--- config.mk ---
export PLATFORM = sky130hd
export DESIGN_NAME = bitmap_next_set_bit_search_core
export DESIGN_NICKNAME = d
export VERILOG_FILES = /design/src/rtl/bnsb_pkg.sv /design/src/rtl/bitmap_next_set_bit_search_core.sv /design/src/rtl/bnsb_ctz.sv
export SDC_FILE = /design/constraint.sdc
export NUM_CORES = 2
export LEC_CHECK = 0
export ABC_AREA = 1
export ABC_CLOCK_PERIOD_IN_PS = 13500
export BUFFER_PORTS_ARGS = -buffer_cell sky130_fd_sc_hd__buf_2
export CAP_MARGIN = 20
export CORE_MARGIN = 8
export CORE_UTILIZATION = 26
export CTS_CLUSTER_SIZE = 16
export DETAILED_ROUTE_END_ITERATION = 8
export MAX_ROUTING_LAYER = met4
export PLACE_DENSITY_LB_ADDON = 0.15
export SYNTH_ARGS = -nofsm -noshare
export SYNTH_HDL_FRONTEND = slang
export SYNTH_SLANG_ARGS = --single-unit
--- constraint.sdc ---
create_clock -name clk_i -period 13.5 [get_ports clk_i]
set_clock_uncertainty 0.05 [all_clocks]
set_input_delay 2.7 -clock clk_i [delete_from_list [all_inputs] [get_ports clk_i]]
set_output_delay 2.7 -clock clk_i [all_outputs]
set_load 0.02 [all_outputs]
--- src/rtl/bnsb_pkg.sv ---
`timescale 1ns / 1ps

package bnsb_pkg;

  // Widths fixed by the transaction fields.
  localparam int unsigned WORD_W = 64;
  localparam int unsigned POS_W  = 11;
  localparam int unsigned WIDX_W = 4;
  localparam int unsigned BIT_W  = 6;               // bit offset inside one word
  localparam int unsigned WSEL_W = POS_W - BIT_W;   // word number of a bit position

  // The word index port reaches this many words at most.
  localparam int unsigned MAX_WORDS     = 2 ** WIDX_W;
  localparam int unsigned NUM_WORDS_DEF = 16;

  // Trailing-zero count by halving: 32, 16, 8, 4, 2, 1.
  localparam int unsigned CTZ_STEPS = 6;
  localparam int unsigned STEP_W    = 3;

  localparam logic MODE_WRITE  = 1'b0;
  localparam logic MODE_SEARCH = 1'b1;

  typedef struct packed {
    logic             done;
    logic [BIT_W-1:0] count;
  } ctz_status_t;

endpackage

--- src/rtl/bitmap_next_set_bit_search_core.sv ---
`timescale 1ns / 1ps

// Next-set-bit search over a bitmap of 64-bit words. A transaction with mode_i low
// stores word_data_i into word word_index_i in the accepting cycle and returns nothing;
// an index at or beyond NUM_WORDS is dropped. A transaction with mode_i high returns,
// exactly once, the lowest set bit at or above start_bit_i and below search_limit_i,
// or search_limit_i with none_found_o high when there is none. Results appear for a
// single cycle with result_valid_o and cannot be held off, so capture them when the
// strobe is seen. An empty range (start at or above limit) is answered from the idle
// state. Otherwise the sequencer reads one bitmap word per cycle, starting at the word
// that holds the start bit and reading k words in all, with k between 1 and 32. On a
// hit the word goes to the trailing-zero unit for its six halving steps, and its finish
// flag then leads to the result. A miss is reported once the word that holds the last
// bit below the limit has been read. busy is high while a search runs. The bitmap is
// zero after reset.
module bitmap_next_set_bit_search_core
  import bnsb_pkg::*;
#(
  parameter int unsigned NUM_WORDS = NUM_WORDS_DEF
) (
  input  logic              clk_i,
  input  logic              rst_ni,
  input  logic              start,
  output logic              busy,
  input  logic              mode_i,
  input  logic [WIDX_W-1:0] word_index_i,
  input  logic [WORD_W-1:0] word_data_i,
  input  logic [POS_W-1:0]  start_bit_i,
  input  logic [POS_W-1:0]  search_limit_i,
  output logic              result_valid_o,
  output logic [POS_W-1:0]  bit_position_o,
  output logic              none_found_o
);

  // Only the first MAX_WORDS words can ever be written; anything above reads as zero
  // and needs no storage.
  localparam int unsigned DEPTH = (NUM_WORDS < MAX_WORDS) ? NUM_WORDS : MAX_WORDS;
  localparam int unsigned IDX_W = (DEPTH > 1) ? $clog2(DEPTH) : 1;

  typedef enum logic [1:0] {
    IDLE,
    SCAN,
    CTZ
  } state_e;

  state_e             state_q;
  logic [WSEL_W-1:0]  scan_w_q;
  logic [WSEL_W-1:0]  last_q;
  logic               first_q;
  logic [POS_W-1:0]   start_q;
  logic [POS_W-1:0]   lim_q;
  logic [BIT_W-1:0]   lim_lo_q;

  logic [WORD_W-1:0]  bitmap_q [DEPTH];

  logic               accept;
  logic               wr_en;
  logic [POS_W-1:0]   lim_m1;
  logic [WORD_W-1:0]  rd_word;
  logic [WORD_W-1:0]  first_mask;
  logic [WORD_W-1:0]  last_mask;
  logic [WORD_W-1:0]  masked_word;
  logic               hit;
  ctz_status_t        ctz_st;

  assign busy   = (state_q != IDLE);
  assign accept = start && !busy;
  assign wr_en  = accept && (mode_i == MODE_WRITE)
                  && ({1'b0, word_index_i} < (WIDX_W+1)'(DEPTH));
  assign lim_m1 = search_limit_i - POS_W'(1);

  // Bitmap storage; reset clears every word.
  always_ff @(posedge clk_i or negedge rst_ni) begin
    if (!rst_ni) begin
      for (int i = 0; i < int'(DEPTH); i++) begin
        bitmap_q[i] <= '0;
      end
    end else if (wr_en) begin
      bitmap_q[word_index_i[IDX_W-1:0]] <= word_data_i;
    end
  end

  // Word under scan, with the bits below the start cut off in the first word and the
  // bits at or above the limit cut off in the last word.
  assign rd_word = ({1'b0, scan_w_q} < (WSEL_W+1)'(DEPTH)) ?
                   bitmap_q[scan_w_q[IDX_W-1:0]] : '0;
  assign first_mask  = first_q ? ({WORD_W{1'b1}} << start_q[BIT_W-1:0])
                               : {WORD_W{1'b1}};
  assign last_mask   = (scan_w_q == last_q) ?
                       ({WORD_W{1'b1}} >> (BIT_W'(WORD_W - 1) - lim_lo_q))
                       : {WORD_W{1'b1}};
  assign masked_word = rd_word & first_mask & last_mask;
  assign hit         = (state_q == SCAN) && (masked_word != '0);

  bnsb_ctz u_ctz (
    .clk_i    (clk_i),
    .rst_ni   (rst_ni),
    .load_i   (hit),
    .word_i   (masked_word),
    .status_o (ctz_st)
  );

  always_ff @(posedge clk_i or negedge rst_ni) begin
    if (!rst_ni) begin
      state_q        <= IDLE;
      scan_w_q       <= '0;
      last_q         <= '0;
      first_q        <= 1'b0;
      start_q        <= '0;
      lim_q          <= '0;
      lim_lo_q       <= '0;
      result_valid_o <= 1'b0;
      bit_position_o <= '0;
      none_found_o   <= 1'b0;
    end else begin
      result_valid_o <= 1'b0;
      case (state_q)
        IDLE: begin
          if (start && (mode_i == MODE_SEARCH)) begin
            start_q  <= start_bit_i;
            lim_q    <= search_limit_i;
            lim_lo_q <= lim_m1[BIT_W-1:0];
            scan_w_q <= start_bit_i[POS_W-1:BIT_W];
            last_q   <= lim_m1[POS_W-1:BIT_W];
            first_q  <= 1'b1;
            if (start_bit_i >= search_limit_i) begin
              result_valid_o <= 1'b1;
              bit_position_o <= search_limit_i;
              none_found_o   <= 1'b1;
            end else begin
              state_q <= SCAN;
            end
          end
        end
        SCAN: begin
          first_q <= 1'b0;
          if (hit) begin
            state_q <= CTZ;
          end else if (scan_w_q == last_q) begin
            result_valid_o <= 1'b1;
            bit_position_o <= lim_q;
            none_found_o   <= 1'b1;
            state_q        <= IDLE;
          end else begin
            scan_w_q <= scan_w_q + WSEL_W'(1);
          end
        end
        CTZ: begin
          if (ctz_st.done) begin
            result_valid_o <= 1'b1;
            bit_position_o <= {scan_w_q, ctz_st.count};
            none_found_o   <= 1'b0;
            state_q        <= IDLE;
          end
        end
        default: begin
          state_q <= IDLE;
        end
      endcase
    end
  end

`ifndef SYNTHESIS
  // A found bit always lies inside the searched range.
  a_found_in_range: assert property (@(posedge clk_i) disable iff (!rst_ni)
    (result_valid_o && !none_found_o) |->
      (bit_position_o >= start_q) && (bit_position_o < lim_q))
    else $error("found bit position outside the searched range");

  // The trailing-zero unit only finishes while the sequencer waits for it.
  a_ctz_done_in_ctz: assert property (@(posedge clk_i) disable iff (!rst_ni)
    ctz_st.done |-> (state_q == CTZ))
    else $error("trailing-zero result outside the count state");

  // The scan never runs past the word that holds the last bit below the limit.
  a_scan_bounded: assert property (@(posedge clk_i) disable iff (!rst_ni)
    (state_q == SCAN) |-> (scan_w_q <= last_q))
    else $error("scan passed the last word of the range");
`endif

endmodule

--- src/rtl/bnsb_ctz.sv ---
`timescale 1ns / 1ps

// Counts the trailing zeros of a nonzero word, one halving step per cycle.
module bnsb_ctz
  import bnsb_pkg::*;
(
  input  logic              clk_i,
  input  logic              rst_ni,
  input  logic              load_i,
  input  logic [WORD_W-1:0] word_i,
  output ctz_status_t       status_o
);

  localparam logic [STEP_W-1:0] LAST_STEP = STEP_W'(CTZ_STEPS - 1);

  logic [WORD_W-1:0] v_q;
  logic [BIT_W-1:0]  n_q;
  logic [STEP_W-1:0] step_q;
  logic              run_q;
  logic              done_q;

  logic [BIT_W:0]    shamt;
  logic [WORD_W-1:0] low_mask;
  logic              low_zero;

  // The shared step: test the low half of the live window, and drop it when it is zero.
  assign shamt    = (BIT_W+1)'((BIT_W+1)'(WORD_W / 2) >> step_q);
  assign low_mask = {WORD_W{1'b1}} >> ((BIT_W+1)'(WORD_W) - shamt);
  assign low_zero = (v_q & low_mask) == '0;

  always_ff @(posedge clk_i or negedge rst_ni) begin
    if (!rst_ni) begin
      run_q  <= 1'b0;
      done_q <= 1'b0;
      step_q <= '0;
    end else begin
      done_q <= 1'b0;
      if (load_i) begin
        run_q  <= 1'b1;
        step_q <= '0;
      end else if (run_q) begin
        if (step_q == LAST_STEP) begin
          run_q  <= 1'b0;
          done_q <= 1'b1;
        end else begin
          step_q <= step_q + STEP_W'(1);
        end
      end
    end
  end

  always_ff @(posedge clk_i) begin
    if (load_i) begin
      v_q <= word_i;
      n_q <= '0;
    end else if (run_q && low_zero) begin
      v_q <= v_q >> shamt;
      n_q <= n_q + shamt[BIT_W-1:0];
    end
  end

  assign status_o.done  = done_q;
  assign status_o.count = n_q;

endmodule

==> out/summary.md <==
### Status
* complete, no violations — result of the run

### STA
* 27.51% — worst rel slew slack
* 1.087 ns — slew at the pin closest to its max-slew limit
* 150.9 MHz — upper clock frequency limit
* 0 — count of final setup violators
* 0 — count of final hold-check violations
* 0 — final slew viol count
* 0.4106 ns — hold_ws
* 6.629 ns — minimum clock period after layout
* 49.10% — share of the clock period used by the worst path after layout
* 0 ns — setup total negative slack
* no — unrepaired setup endpoints after global routing

### Critical path
* buf_4 -> buf_4 -> buf_4 -> nor2_1 -> o21ai_0 -> nand3_1 -> nand3_1 -> nand2_1 -> nand2_1 -> nand2_1 -> inv_1 -> nand2_1 -> nor2_1 -> nand2_1 -> nor2_1 -> nand2_1 -> nand2_4 -> buf_4 -> o21ai_0 -> o21ai_0 — cells along the critical path
* 0.91 ns — max incr delay on CP
* 5 — buffer and inverter count on the worst path
* buffers and inverters — Top Family by Delay on Critical Path
* sky130_fd_sc_hd__dfrtp_4 — slowest stage cell, crit path
* sky130_fd_sc_hd__nand2_1 — cell seen most often among critical-path stages
* flop — Critical Path End Type
* reg -> reg — CP Class
* 109 — largest driver fanout on the critical path
* 7.18 ns — CP arrival
* flop — kind of launch point of the worst setup path
* 14.05 ns — required time of the critical path

### Synthesis
* 44.56% — area share of the largest cell type after synthesis
* sky130_fd_sc_hd__dfrtp_1, sky130_fd_sc_hd__nand2_1, sky130_fd_sc_hd__o21ai_0, sky130_fd_sc_hd__nor2_1, sky130_fd_sc_hd__inv_1 — leading post-synthesis cells by cell area
* 8656 — net count after synthesis
* 60540 sq um — post-synthesis instance area
* 0 — Synth Warn #
* 8528 — Cells after Synth
* sky130_fd_sc_hd__dfrtp_1 — cell type with the highest aggregate area in the netlist
* 64 — Post-synth EDFFs
* sky130_fd_sc_hd__dfrtp_1 — dominant register cell in the synthesized netlist
* sky130_fd_sc_hd__nand2_1, sky130_fd_sc_hd__o21ai_0, sky130_fd_sc_hd__dfrtp_1 — synth cell count leaders
* 7.099 sq um — post-synthesis average cell area
* 1148 — FF+latch count, synth
* sky130_fd_sc_hd__nand2_1 — leading cell type by number of instances after synthesis
* 93.90% — fraction of registers with async set/reset
* 47.93% — sequential element share of the synthesized area
* 43 — post-synthesis cell type count

### Cells and area
* 8384 — nets@finish
* 68070 sq um — post-route cell area
* 29.33% — core utilization of the finished layout
* 5.725% — layout cell share with drive strength beyond 1
* 12.43% — Area Overhead vs Synth
* 26730 sq um — area used by multi-input combinational logic
* 29030 sq um — sequential cell area
* 25619 — Filler cells

### Hold path
* reg -> reg — worst hold-check path type

### Floorplanning
* 248600 sq um — die area
* 108 — I/O pins
* 177 — Placement Rows
* 498.6 microns — die width
* 498.6 microns — Die Span Y
* 232100 sq um — core footprint
* 26.09% — Starting Density

### Placement
* 0.9491 — final estimated routing congestion in global placement
* 63420 sq um — Post-DP Area
* 107 — IO buf count
* 149000 microns — half-perimeter wire length after placement

### Clock network
* 0.80 ns — clk_lat worst skew
* 0.06 ns — clk slew on worst S/H paths
* done — TritonCTS clock tree
* 3 — number of buffers on the longest clock path
* sky130_fd_sc_hd__clkbuf_16 — CTS Root Buffer Type
* 4 — number of H-tree levels
* 1148 — number of clock sinks
* 144 — number of buffers added by the clock tree synthesis step
* 0 — post-cts gate resize count
* 0 — number of setup buffers added after CTS
* 0 — CTS Hold Bufs

### Global route
* 19.42% — overall global routing resource usage
* 6 — initial antenna violation count
* 360600 microns — first-pass GRT wire length
* 164 — largest net degree at the start of global routing
* 0 — total gr overflow
* 52183 — vias in the first global route

### Routing
* 6 — DRT Pass-1 Iters
* 4.786 — via/cell ratio
* 241200 microns — wire length reported by the detailed router
* 4885 — DRC violation total after the first TritonRoute iteration
* 54642 — Via Count
* 0 — remaining antenna violation count after routing
* 21.13 microns — routed length per instance
* 0 — DRC violation count after routing

### Power
* 47.61% — sw frac
* 31.4% — sequential power share
* 9233 uW — cell-internal power
* 0.03271 uW — Leak Pwr
* 0.0001397 V — highest ir drop seen on vdd
* 258.9 nW/um^2 — ratio of total power to cell area
* 21.7% — portion of total power attributed to the clock network
* 8389 uW — P_sw
* 47.0% — relative contribution of combinational cells to total power
* 17620 uW — Final Power

### Run
* 0 — max cap viols

-- worst paths after layout --
check	from	end	slack [ns]	cells past startpoint
worst max register to register	scan_w_q[1]	u_ctz.v_q[21]	6.87	20
worst max-delay path	scan_w_q[1]	u_ctz.v_q[21]	6.87	20
min in group asynchronous	rst_ni	bitmap_q[554]	1.87	1
max in group asynchronous	rst_ni	bitmap_q[9]	9.25	3
worst min register to register	bit_position_o[10]	bit_position_o[10]	0.41	2
worst min-delay path	bit_position_o[10]	bit_position_o[10]	0.41	2
-- power groups by stage --
stage                     combinational [uW]  clock, uW  sequential (uW)
final                                   8280       3820             5530
after global routing                    9290       4070             5660
after CTS                               8320       3940             5510
after detailed placement                8290          0             5560
after global placement                  8310          0             5550
after floorplan                         5460          0             5200
-- stage by stage --
stage,cells,setup WS [ns]
floorplan,8528,8.117
global placement,11153,7.052
detailed placement,11153,6.992
CTS,11410,6.934
global route,11413,6.479
finish,11416,6.871
-- cells in the final DEF (no fill, tap or decap), drive strengths merged, types with 3 or more instances in the layout --
cell	instances
clkinvlp	3
xor2	6
mux2i	18
xnor2	3
o31ai	3
inv	626
ha	33
buf	214
nor2	687
a22oi	4
nand3	447
a21oi	79
or2	15
edfxtp	64
dfrtp	1078
clkinv	32
clkbuf	229
a31oi	24
o221ai	3
nand4	27
dfxtp	6
nor3	4
o21ai	1637
o211ai	40
o22ai	13
nand2	3057
diode	6
-- cells by family after synthesis --
group	after synthesis	synth area share [%]
DFF	1148	47.93
and+or+nand+nor	4240	27.44
muxes	19	0.3162
AOI/OAI and AO/OA	1811	15.30
xor gates and xnor gates	9	0.1302
adders and majority gates	34	0.7150
buffers and inverters	1267	8.165
-- metal layers --
layer	track usage, %	up-vias	part of all wire, %
met3	2.409	235	4.1
met5	-	-	0
met2	29.46	1134	44
met4	3.829	0	1.7
met1	27.98	26692	50
li1	-	26581	-
-- registers in the layout, summed over array words and instances, names as in the netlist --
register        count
bitmap_q         1024
u_ctz.v_q          64
bit_position_o     11
lim_q              11
lim_lo_q            6
start_q             6
u_ctz.n_q           6
last_q              5
scan_w_q            5
u_ctz.step_q        3
state_q             2
first_q             1
none_found_o        1
result_valid_o      1
u_ctz.done_q        1
u_ctz.run_q         1
-- area by class of cell --
cell class / count / share of cell area, %
Multi-Input combinational cell: 6113 / 39.27
Timing Repair Buffer: 214 / 2.129
Inverter: 635 / 3.535
Tap cell: 3043 / 5.594
Antenna cell: 6 / 0.02206
Sequential cell: 1148 / 42.65
Clock buffer: 229 / 6.360
Clock inverter: 28 / 0.4485
-- worst min-delay path, stage by stage, from the launching register on --
cell	delay, ns
sky130_fd_sc_hd__dfrtp_1	0.33
sky130_fd_sc_hd__nand2_1	0.05
sky130_fd_sc_hd__nand2_1	0.04
No activity file was read; power rests on OpenSTA's default activity.
